File: config.mk
export PLATFORM = sky130hd
export DESIGN_NAME = date_add_days
export DESIGN_NICKNAME = d
export VERILOG_FILES = /design/src/rtl/dad_pkg.sv /design/src/rtl/dad_month_unit.sv /design/src/rtl/date_add_days.sv
export VERILOG_INCLUDE_DIRS = /design/src /design/src/rtl
export SDC_FILE = /design/constraint.sdc
export NUM_CORES = 1
export LEC_CHECK = 0
export ABC_AREA = 1
export BUFFER_PORTS_ARGS = -buffer_cell sky130_fd_sc_hd__buf_2
export CAP_MARGIN = 20
export CORE_MARGIN = 2
export CORE_UTILIZATION = 60
export CTS_CLUSTER_SIZE = 16
export DETAILED_ROUTE_END_ITERATION = 16
export PLACE_DENSITY = 0.89
export SYNTH_ARGS = -nofsm -noshare
export SYNTH_HDL_FRONTEND = slang
export SYNTH_SLANG_ARGS = --single-unit
export TNS_END_PERCENT = 100
File: constraint.sdc
create_clock -name clk -period 5.8 [get_ports clk]
set_input_delay 0.29 -clock clk [delete_from_list [all_inputs] [get_ports clk]]
set_output_delay 0.29 -clock clk [all_outputs]
set_load 0.02 [all_outputs]
File: src/rtl/date_add_days_assert.svh
// assertion macros for the date offset block
// no dependencies; uses clk and rst_n of the including module
`ifndef DATE_ADD_DAYS_ASSERT_SVH
`define DATE_ADD_DAYS_ASSERT_SVH

// same-cycle implication, checked out of reset
`define DAD_ASSERT_NOW(label, ante, cons) \
    label: assert property (@(posedge clk) disable iff (!rst_n) (ante) |-> (cons)) \
        else $error("date_add_days: assertion failed");

// next-cycle implication, checked out of reset
`define DAD_ASSERT_NEXT(label, ante, cons) \
    label: assert property (@(posedge clk) disable iff (!rst_n) (ante) |=> (cons)) \
        else $error("date_add_days: assertion failed");

`endif

File: src/rtl/dad_pkg.sv
// shared types and constants for the date offset block
// no dependencies
`timescale 1ns / 1ps

package dad_pkg;

    localparam int CYCLE_DAYS  = 146097;
    localparam int CYCLE_YEARS = 400;
    localparam int YEAR_MAX    = 9999;

    // sequencer states
    typedef enum logic [2:0] {
        ST_IDLE,
        ST_MOD,
        ST_CYCLE,
        ST_WALK_FWD,
        ST_WALK_BWD,
        ST_DONE
    } st_t;

    // month step information from the calendar unit
    typedef struct packed {
        logic [4:0] len_cur;
        logic [3:0] next_month;
        logic [8:0] next_ymod;
        logic       next_wrap;
        logic [3:0] prev_month;
        logic [8:0] prev_ymod;
        logic       prev_wrap;
        logic [4:0] len_prev;
    } month_info_t;

endpackage

File: src/rtl/dad_month_unit.sv
// calendar unit: month lengths and neighbouring months under the gregorian rule
// depends on dad_pkg
`timescale 1ns / 1ps

module dad_month_unit (
    input  logic [3:0]          month,
    input  logic [8:0]          ymod,
    output dad_pkg::month_info_t info
);
    import dad_pkg::*;

    function automatic logic is_leap(input logic [8:0] ym);
        logic result;
        result = ((ym[1:0] == 2'd0) && (ym != 9'd100) && (ym != 9'd200) && (ym != 9'd300))
                 || (ym == 9'd0);
        return result;
    endfunction

    function automatic logic [4:0] month_len(input logic [3:0] m, input logic leap);
        logic [4:0] len;
        case (m) inside
            4'd2:                     len = leap ? 5'd29 : 5'd28;
            4'd4, 4'd6, 4'd9, 4'd11:  len = 5'd30;
            default:                  len = 5'd31;
        endcase
        return len;
    endfunction

    always_comb
    begin
        info.len_cur    = month_len(month, is_leap(ymod));
        info.next_wrap  = (month == 4'd12);
        info.next_month = info.next_wrap ? 4'd1 : month + 4'd1;
        info.next_ymod  = info.next_wrap ? ((ymod == 9'd399) ? 9'd0 : ymod + 9'd1) : ymod;
        info.prev_wrap  = (month == 4'd1);
        info.prev_month = info.prev_wrap ? 4'd12 : month - 4'd1;
        info.prev_ymod  = info.prev_wrap ? ((ymod == 9'd0) ? 9'd399 : ymod - 9'd1) : ymod;
        info.len_prev   = month_len(info.prev_month, is_leap(info.prev_ymod));
    end

endmodule

File: src/rtl/date_add_days.sv
// top level of the gregorian date offset block: sequencer, day adder, result register
// depends on dad_pkg, dad_month_unit and date_add_days_assert.svh
`timescale 1ns / 1ps

//  channel | direction | payload                               | handshake
//  --------+-----------+---------------------------------------+---------------------
//  in      | to block  | day, month, year, offset              | in_valid / in_stall
//  out     | from block| new_day, new_month, new_year,         | out_valid / out_stall
//          |           | range_error                           |
//
//  an item passes through the year-mod-400 reduction, the 400-year shortcuts, one per
//  cycle, the month walk, one month per cycle, and the hand-over of the result; at the
//  largest 16-bit offset the time taken is set by the one-month-per-cycle walk
//  reset clears the sequencer and the output valid; no clearing pass is needed
//  in_stall is high from acceptance until the result has moved to the output register
//  a result held by out_stall does not block the next item from being accepted

module date_add_days #(
    parameter int OFFSET_BITS = 16
) (
    input  logic                          clk,
    input  logic                          rst_n,
    input  logic                          in_valid,
    output logic                          in_stall,
    input  logic [4:0]                    day,
    input  logic [3:0]                    month,
    input  logic [13:0]                   year,
    input  logic signed [OFFSET_BITS-1:0] offset,
    output logic                          out_valid,
    input  logic                          out_stall,
    output logic [4:0]                    new_day,
    output logic [3:0]                    new_month,
    output logic [13:0]                   new_year,
    output logic                          range_error
);
    import dad_pkg::*;

    // day count width: must hold day + offset and the 400-year cycle constant
    localparam int TW = ((OFFSET_BITS > 19) ? OFFSET_BITS : 19) + 2;
    // year width: start year plus whole cycles stepped either way
    localparam int YW = ((OFFSET_BITS > 15) ? OFFSET_BITS : 16) + 1;

    localparam logic signed [TW-1:0] T_CYCLE   = TW'(CYCLE_DAYS);
    localparam logic signed [TW-1:0] T_HI_LIM  = TW'(CYCLE_DAYS + 31);
    localparam logic signed [TW-1:0] T_LO_LIM  = TW'(1 - CYCLE_DAYS);
    localparam logic signed [TW-1:0] T_ONE     = TW'(1);
    localparam logic signed [YW-1:0] Y_CYCLE   = YW'(CYCLE_YEARS);
    localparam logic signed [YW-1:0] Y_MAX     = YW'(YEAR_MAX);
    localparam logic [13:0]          YREM_STEP = 14'(CYCLE_YEARS);

    st_t state_reg, state_next;

    logic signed [TW-1:0] t_reg, t_next;       // running day of month
    logic signed [YW-1:0] y_reg, y_next;       // running year
    logic [3:0]           m_reg, m_next;       // running month
    logic [13:0]          yrem_reg, yrem_next; // year mod 400, reduced at start

    logic       out_valid_reg, out_valid_next;
    logic [4:0] new_day_reg, new_day_next;
    logic [3:0] new_month_reg, new_month_next;
    logic [13:0] new_year_reg, new_year_next;
    logic       range_error_reg, range_error_next;

    month_info_t info;

    logic                 in_accept;
    logic                 out_free;
    logic signed [TW-1:0] addend;
    logic signed [TW-1:0] t_sum;
    logic signed [TW-1:0] len_cur_t;
    logic signed [TW-1:0] len_prev_t;
    logic signed [TW-1:0] t_load;
    logic [3:0]           m_load;
    logic                 cyc_down;
    logic                 cyc_up;
    logic                 fwd_step;
    logic                 bwd_step;

    // calendar lookups for the current month and its neighbours
    dad_month_unit u_month (
        .month (m_reg),
        .ymod  (yrem_reg[8:0]),
        .info  (info)
    );

    assign in_stall  = (state_reg != ST_IDLE);
    assign in_accept = in_valid && !in_stall;
    // output register can take a new result when empty or being drained
    assign out_free  = !out_valid_reg || !out_stall;

    assign len_cur_t  = $signed({{(TW-5){1'b0}}, info.len_cur});
    assign len_prev_t = $signed({{(TW-5){1'b0}}, info.len_prev});
    assign t_load     = $signed({{(TW-5){1'b0}}, day})
                      + $signed({{(TW-OFFSET_BITS){offset[OFFSET_BITS-1]}}, offset});

    // month clamp on entry
    always_comb
    begin
        if (month == 4'd0)
            m_load = 4'd1;
        else if (month > 4'd12)
            m_load = 4'd12;
        else
            m_load = month;
    end

    // loop conditions of the sequencer
    assign cyc_down = (t_reg > T_HI_LIM);
    assign cyc_up   = (t_reg < T_LO_LIM);
    assign fwd_step = (t_reg > len_cur_t);
    assign bwd_step = (t_reg < T_ONE);

    // shared day adder: operand chosen by the step in hand
    always_comb
    begin
        case (state_reg)
            ST_CYCLE:    addend = cyc_down ? -T_CYCLE : T_CYCLE;
            ST_WALK_FWD: addend = -len_cur_t;
            ST_WALK_BWD: addend = len_prev_t;
            default:     addend = '0;
        endcase
    end

    assign t_sum = t_reg + addend;

    // next state
    always_comb
    begin
        state_next = state_reg;
        case (state_reg)
            ST_IDLE:
            begin
                if (in_accept)
                    state_next = ST_MOD;
            end
            ST_MOD:
            begin
                if (yrem_reg < YREM_STEP)
                    state_next = ST_CYCLE;
            end
            ST_CYCLE:
            begin
                if (!cyc_down && !cyc_up)
                    state_next = bwd_step ? ST_WALK_BWD : ST_WALK_FWD;
            end
            ST_WALK_FWD:
            begin
                if (!fwd_step)
                    state_next = ST_DONE;
            end
            ST_WALK_BWD:
            begin
                if (!bwd_step)
                    state_next = ST_DONE;
            end
            ST_DONE:
            begin
                if (out_free)
                    state_next = ST_IDLE;
            end
            default:
                state_next = ST_IDLE;
        endcase
    end

    // datapath and result register updates
    always_comb
    begin
        t_next           = t_reg;
        y_next           = y_reg;
        m_next           = m_reg;
        yrem_next        = yrem_reg;
        out_valid_next   = out_valid_reg && out_stall;
        new_day_next     = new_day_reg;
        new_month_next   = new_month_reg;
        new_year_next    = new_year_reg;
        range_error_next = range_error_reg;
        case (state_reg)
            ST_IDLE:
            begin
                if (in_accept)
                begin
                    t_next    = t_load;
                    y_next    = $signed({{(YW-14){1'b0}}, year});
                    m_next    = m_load;
                    yrem_next = year;
                end
            end
            ST_MOD:
            begin
                if (yrem_reg >= YREM_STEP)
                    yrem_next = yrem_reg - YREM_STEP;
            end
            ST_CYCLE:
            begin
                // whole 400-year cycles leave the year mod 400 unchanged
                if (cyc_down || cyc_up)
                begin
                    t_next = t_sum;
                    y_next = cyc_down ? y_reg + Y_CYCLE : y_reg - Y_CYCLE;
                end
            end
            ST_WALK_FWD:
            begin
                if (fwd_step)
                begin
                    t_next    = t_sum;
                    m_next    = info.next_month;
                    yrem_next = {5'd0, info.next_ymod};
                    if (info.next_wrap)
                        y_next = y_reg + YW'(1);
                end
            end
            ST_WALK_BWD:
            begin
                if (bwd_step)
                begin
                    t_next    = t_sum;
                    m_next    = info.prev_month;
                    yrem_next = {5'd0, info.prev_ymod};
                    if (info.prev_wrap)
                        y_next = y_reg - YW'(1);
                end
            end
            ST_DONE:
            begin
                if (out_free)
                begin
                    out_valid_next = 1'b1;
                    if (y_reg < 0)
                    begin
                        // before year zero: clamp to the first day
                        new_day_next     = 5'd1;
                        new_month_next   = 4'd1;
                        new_year_next    = 14'd0;
                        range_error_next = 1'b1;
                    end
                    else if (y_reg > Y_MAX)
                    begin
                        // past the last year: clamp to the last day
                        new_day_next     = 5'd31;
                        new_month_next   = 4'd12;
                        new_year_next    = 14'(YEAR_MAX);
                        range_error_next = 1'b1;
                    end
                    else
                    begin
                        new_day_next     = t_reg[4:0];
                        new_month_next   = m_reg;
                        new_year_next    = y_reg[13:0];
                        range_error_next = 1'b0;
                    end
                end
            end
            default:
            begin
            end
        endcase
    end

    always_ff @(posedge clk or negedge rst_n)
    begin
        if (!rst_n)
        begin
            state_reg     <= ST_IDLE;
            out_valid_reg <= 1'b0;
        end
        else
        begin
            state_reg     <= state_next;
            out_valid_reg <= out_valid_next;
        end
    end

    // payload registers carry no reset
    always_ff @(posedge clk)
    begin
        t_reg           <= t_next;
        y_reg           <= y_next;
        m_reg           <= m_next;
        yrem_reg        <= yrem_next;
        new_day_reg     <= new_day_next;
        new_month_reg   <= new_month_next;
        new_year_reg    <= new_year_next;
        range_error_reg <= range_error_next;
    end

    assign out_valid   = out_valid_reg;
    assign new_day     = new_day_reg;
    assign new_month   = new_month_reg;
    assign new_year    = new_year_reg;
    assign range_error = range_error_reg;

`include "date_add_days_assert.svh"

    // a clamped result sits on one of the two end years
    `DAD_ASSERT_NOW(a_clamp_year, out_valid_reg && range_error_reg,
        (new_year_reg == 14'd0) || (new_year_reg == 14'(YEAR_MAX)))
    // an in-range result carries a real calendar date
    `DAD_ASSERT_NOW(a_date_ok, out_valid_reg && !range_error_reg,
        (new_day_reg != 5'd0) && (new_month_reg != 4'd0) && (new_month_reg <= 4'd12))
    // the forward walk never drops the day below the first of the month and keeps the year mod 400 reduced
    `DAD_ASSERT_NOW(a_fwd_day, state_reg == ST_WALK_FWD, (t_reg >= T_ONE) && (yrem_reg < YREM_STEP))
    // an accepted item keeps the input side stalled next cycle
    `DAD_ASSERT_NEXT(a_busy, in_accept, in_stall)

endmodule

==> run summary <==
The flow ran to the end, and the final reports show no timing, DRC or antenna violations. On the worst path, the slowest cell contributes a delay of 480 ps. For this run, the leading register cell type out of synthesis is sky130_fd_sc_hd__edfxtp_1.

The total setup violations reported at the end of the flow came out at 0. The library cell used most frequently in the layout, excluding fill and tap cells, is sky130_fd_sc_hd__nand2_1. The startpoint of the tightest hold check path is out_stall. The net count reported at finish came out at 1289. The post-layout instance count excluding filler cells is 1356. The via count of the first global-routing pass came out at 7369. The total wire length after detailed routing is 22.69 mm. The detailed router placed 8105 vias in this run. The share of layout cells above drive strength 1 is 11.69%. The kind of cell with the highest combined delay along the critical path is simple AND/OR/NAND/NOR gates. In the synthesized netlist, the number of instances is 1108.

The worst register-to-register path has a depth of 29. In the synthesized netlist the async set-or-reset flop fraction comes to 4.762%. The count of flip-flops with a built-in enable after synthesis is 80. During synthesis, Yosys emitted a total of 0 warnings.

The pin count of the biggest net entering global routing is 38. Max-cap violations in this run came to 0. The setup total negative slack came out at 0 ps. After detailed routing, the number of remaining DRC violations is 0. The share of the synthesized area in compound gates (AO/OA/AOI/OAI) came out at 16.44%. The source of the worst register-to-register timing path is yrem_reg[4].

Data arrives at the worst endpoint at 4330 ps. The number of unique standard cell types used by synthesis came out at 57. The data required time at the worst endpoint came out at 5910 ps. The initial antenna violation count is 0.

The count of TritonRoute iterations in the first routing pass came out at 7. The routed wirelength normalized by instance count is 16.73 µm. Across every metal layer, demand over resource in global routing totals 32.38%. The cell sitting at the root of the clock tree is a sky130_fd_sc_hd__clkbuf_16.

The parity-gate share of the synthesized area counting xor and xnor cells came out at 3.045%. The utilization of the core after routing came out at 67.41%. The later pin in the worst-skew pair is clocked with a latency of 360 ps. The count of pins on the block boundary came out at 69. The worst min-delay path class is in2reg. After synthesis the cells add up to 8054 µm². The first global-routing pass estimated 36.53 mm of wire. The count of nets left with antenna violations after detail routing is 0. The startpoint class of the critical path is a register. The most frequent cell on the critical path is sky130_fd_sc_hd__nand2_1. In the layout the commonest cells are 248 x sky130_fd_sc_hd__nand2_1, 130 x sky130_fd_sc_hd__inv_1, 114 x sky130_fd_sc_hd__nor2_1. For this run, the top clock speed supported by timing is 0.2370 GHz. For the finished layout, the period the worst path requires is 4220 ps. The mean area per synthesized cell is 7.269 µm². The sum of overflow across all layers after global routing is 0.

Measured against its own limit, the worst slew margin works out to 39.84%. The clock input transition at the sequential cells of the worst setup and hold paths came out at 70 ps. The core region is 13190 µm². At the end of routability-driven placement, the weighted congestion stood at 0.9778. The number of synthesized register bits is 84. For this design the ratio of total power to cell area is 694.1 nW/µm². The worst setup path is captured at a register.

The clock passes through at most 2 buffers. The worst register-to-register path ends at t_reg[16]. The final clock skew came out at 5.370 ps.

The placed instance count came out at 1339. Measured against the total synthesized area, the mux share comes to 0.1243%. The largest voltage drop on the vdd net came out at 338.3 µV. The hold violation total from the final report is 0. The sink count of the clock tree came out at 84. The path with the worst hold slack has its endpoint at out_valid. The worst setup path is of the reg2reg kind. Along the worst hold path, the cell count comes to 3. The simple-gate portion of the synthesized area is 30.15%. The initial utilization of the core area, before any placement, comes to 61.06%. The post-synthesis to final-layout area growth came out at 10.39%. The via density per instance came out at 5.977.

In this run the tool buffered the top-level ports with 68 buffer cells. 0 antenna diodes ended up in the layout. Setup repair after global routing left no endpoint under its margin. The worst path buffer plus inverter count came out at 6.

The number of DRC markers after the initial detailed-route iteration came out at 932. TritonCTS built the clock tree. The transition time at the pin with the least slew margin is 901.4 ps. The number of buffers inserted during clock tree synthesis came out at 9. The final critical-path share of the clock period came out at 72.76%. The total nets after synthesis is 1222.

Measured along the x axis, the die boundary spans 119.9 µm. The full die area is 14370 µm². The register-to-register path setup slack is 1580 ps. The static leakage is 4.191 nW.

From bottom edge to top edge, the die measures 119.9 µm. The count of pins over their slew limit came out at 0. The number of H-tree levels came out at 3.

The launching instance or port of the critical path is yrem_reg[4]. The worst-path maximum fanout is 6. The estimated wirelength of the detail-placed design came out at 17.81 mm. Once the clock tree was built, the resizer swapped 0 gates to a different size. The proportion of synthesized chip area in sequential cells is 31.07%. The number of buffers added for setup after CTS came out at 0. The largest individual stage delay along the critical path comes from the cell sky130_fd_sc_hd__edfxtp_1. After synthesis, the largest family of logic cells by area is simple AND/OR/NAND/NOR gates. Summing the areas of all fa, ha and maj instances in the mapped netlist gives 11.40% of the synthesized area. The register with the most flip-flops in the layout has 21 of them. The number of placement rows came out at 42.
-- layout make-up --
| class | instances | area (µm²) |
|---|---|---|
| multi-input cells | 868 | 4932 |
| well taps | 176 | 220.2 |
| clock inverters | 7 | 108.9 |
| fillers | 1093 | 4299 |
| inverters | 139 | 521.8 |
| flip-flops and latches | 84 | 2502 |
| repair buffers | 73 | 380.4 |
| clock buffers | 9 | 225.2 |
-- where the power goes --
part | switching [W] | internal [W]
combinational | 0.00266 | 0.00130
sequential | 0.000395 | 0.00116
clock | 0.000270 | 0.000386
-- worst min-delay path, cell delays in order --
cell,delay (ps)
sky130_fd_sc_hd__buf_2,100
sky130_fd_sc_hd__nand2_1,60
sky130_fd_sc_hd__nand2_1,60
-- worst max path at each step --
stage,slack (ps),end,cells past startpoint
2_1_floorplan,2310,t_reg[16],29
3_3_place_gp,1820,t_reg[16],29
3_5_place_dp,1650,t_reg[16],29
4_1_cts,1660,t_reg[16],29
5_1_grt,1140,t_reg[14],29
6_report,1580,t_reg[16],29
-- through the flow --
stage / total power [W] / hold slack, ps / setup slack (ps) / area (µm²)
2_1_floorplan: 0.004378 / -5.591 / 2308 / 8054
3_3_place_gp: 0.005308 / 100.4 / 1819 / 8547
3_5_place_dp: 0.005364 / 101.9 / 1653 / 8547
4_1_cts: 0.006049 / 190.2 / 1657 / 8891
5_1_grt: 0.006662 / 214.8 / 1143 / 8891
6_report: 0.006171 / 189.7 / 1580 / 8891
-- routing by layer --
layer | vias to the layer above | track usage [%] | wire length (µm)
li1 | 3953 | - | -
met1 | 3654 | 47.00 | 10070
met2 | 450 | 50.50 | 9897
met3 | 48 | 4.895 | 2205
met4 | 0 | 8.971 | 516
met5 | - | 0 | 0
-- synth_stat cells (all sizes together) (10+ instances only) --
master | instances | area, µm²
nor2 | 129 | 558.0
nand3 | 92 | 475.5
edfxtp | 80 | 2402
nand4 | 14 | 93.84
inv | 138 | 518.0
xor2 | 23 | 201.4
nor3 | 27 | 160.2
a21o | 10 | 75.07
o21ai | 74 | 370.3
nand2 | 257 | 997.2
buf | 12 | 83.82
o211ai | 16 | 120.1
a21oi | 85 | 425.4
ha | 67 | 838.3
-- logic make-up (layout without fill, tap and decap cells) --
kind of cell    count (synthesis)  after routing
simple gates                  541            541
compound gates                227            227
buf+inv                       156            228
flops                          84             84
fa+ha+maj                      71             71
xor+xnor                       28             28
mux                             1              1
-- what timing repair did --
action / 4_1_cts / 5_1_grt
hold buffers: 1 / 0
endpoints found under the hold margin: 4 / 0
endpoints found under the setup margin: 0 / 0
No activity file was read; power rests on OpenSTA's default activity.
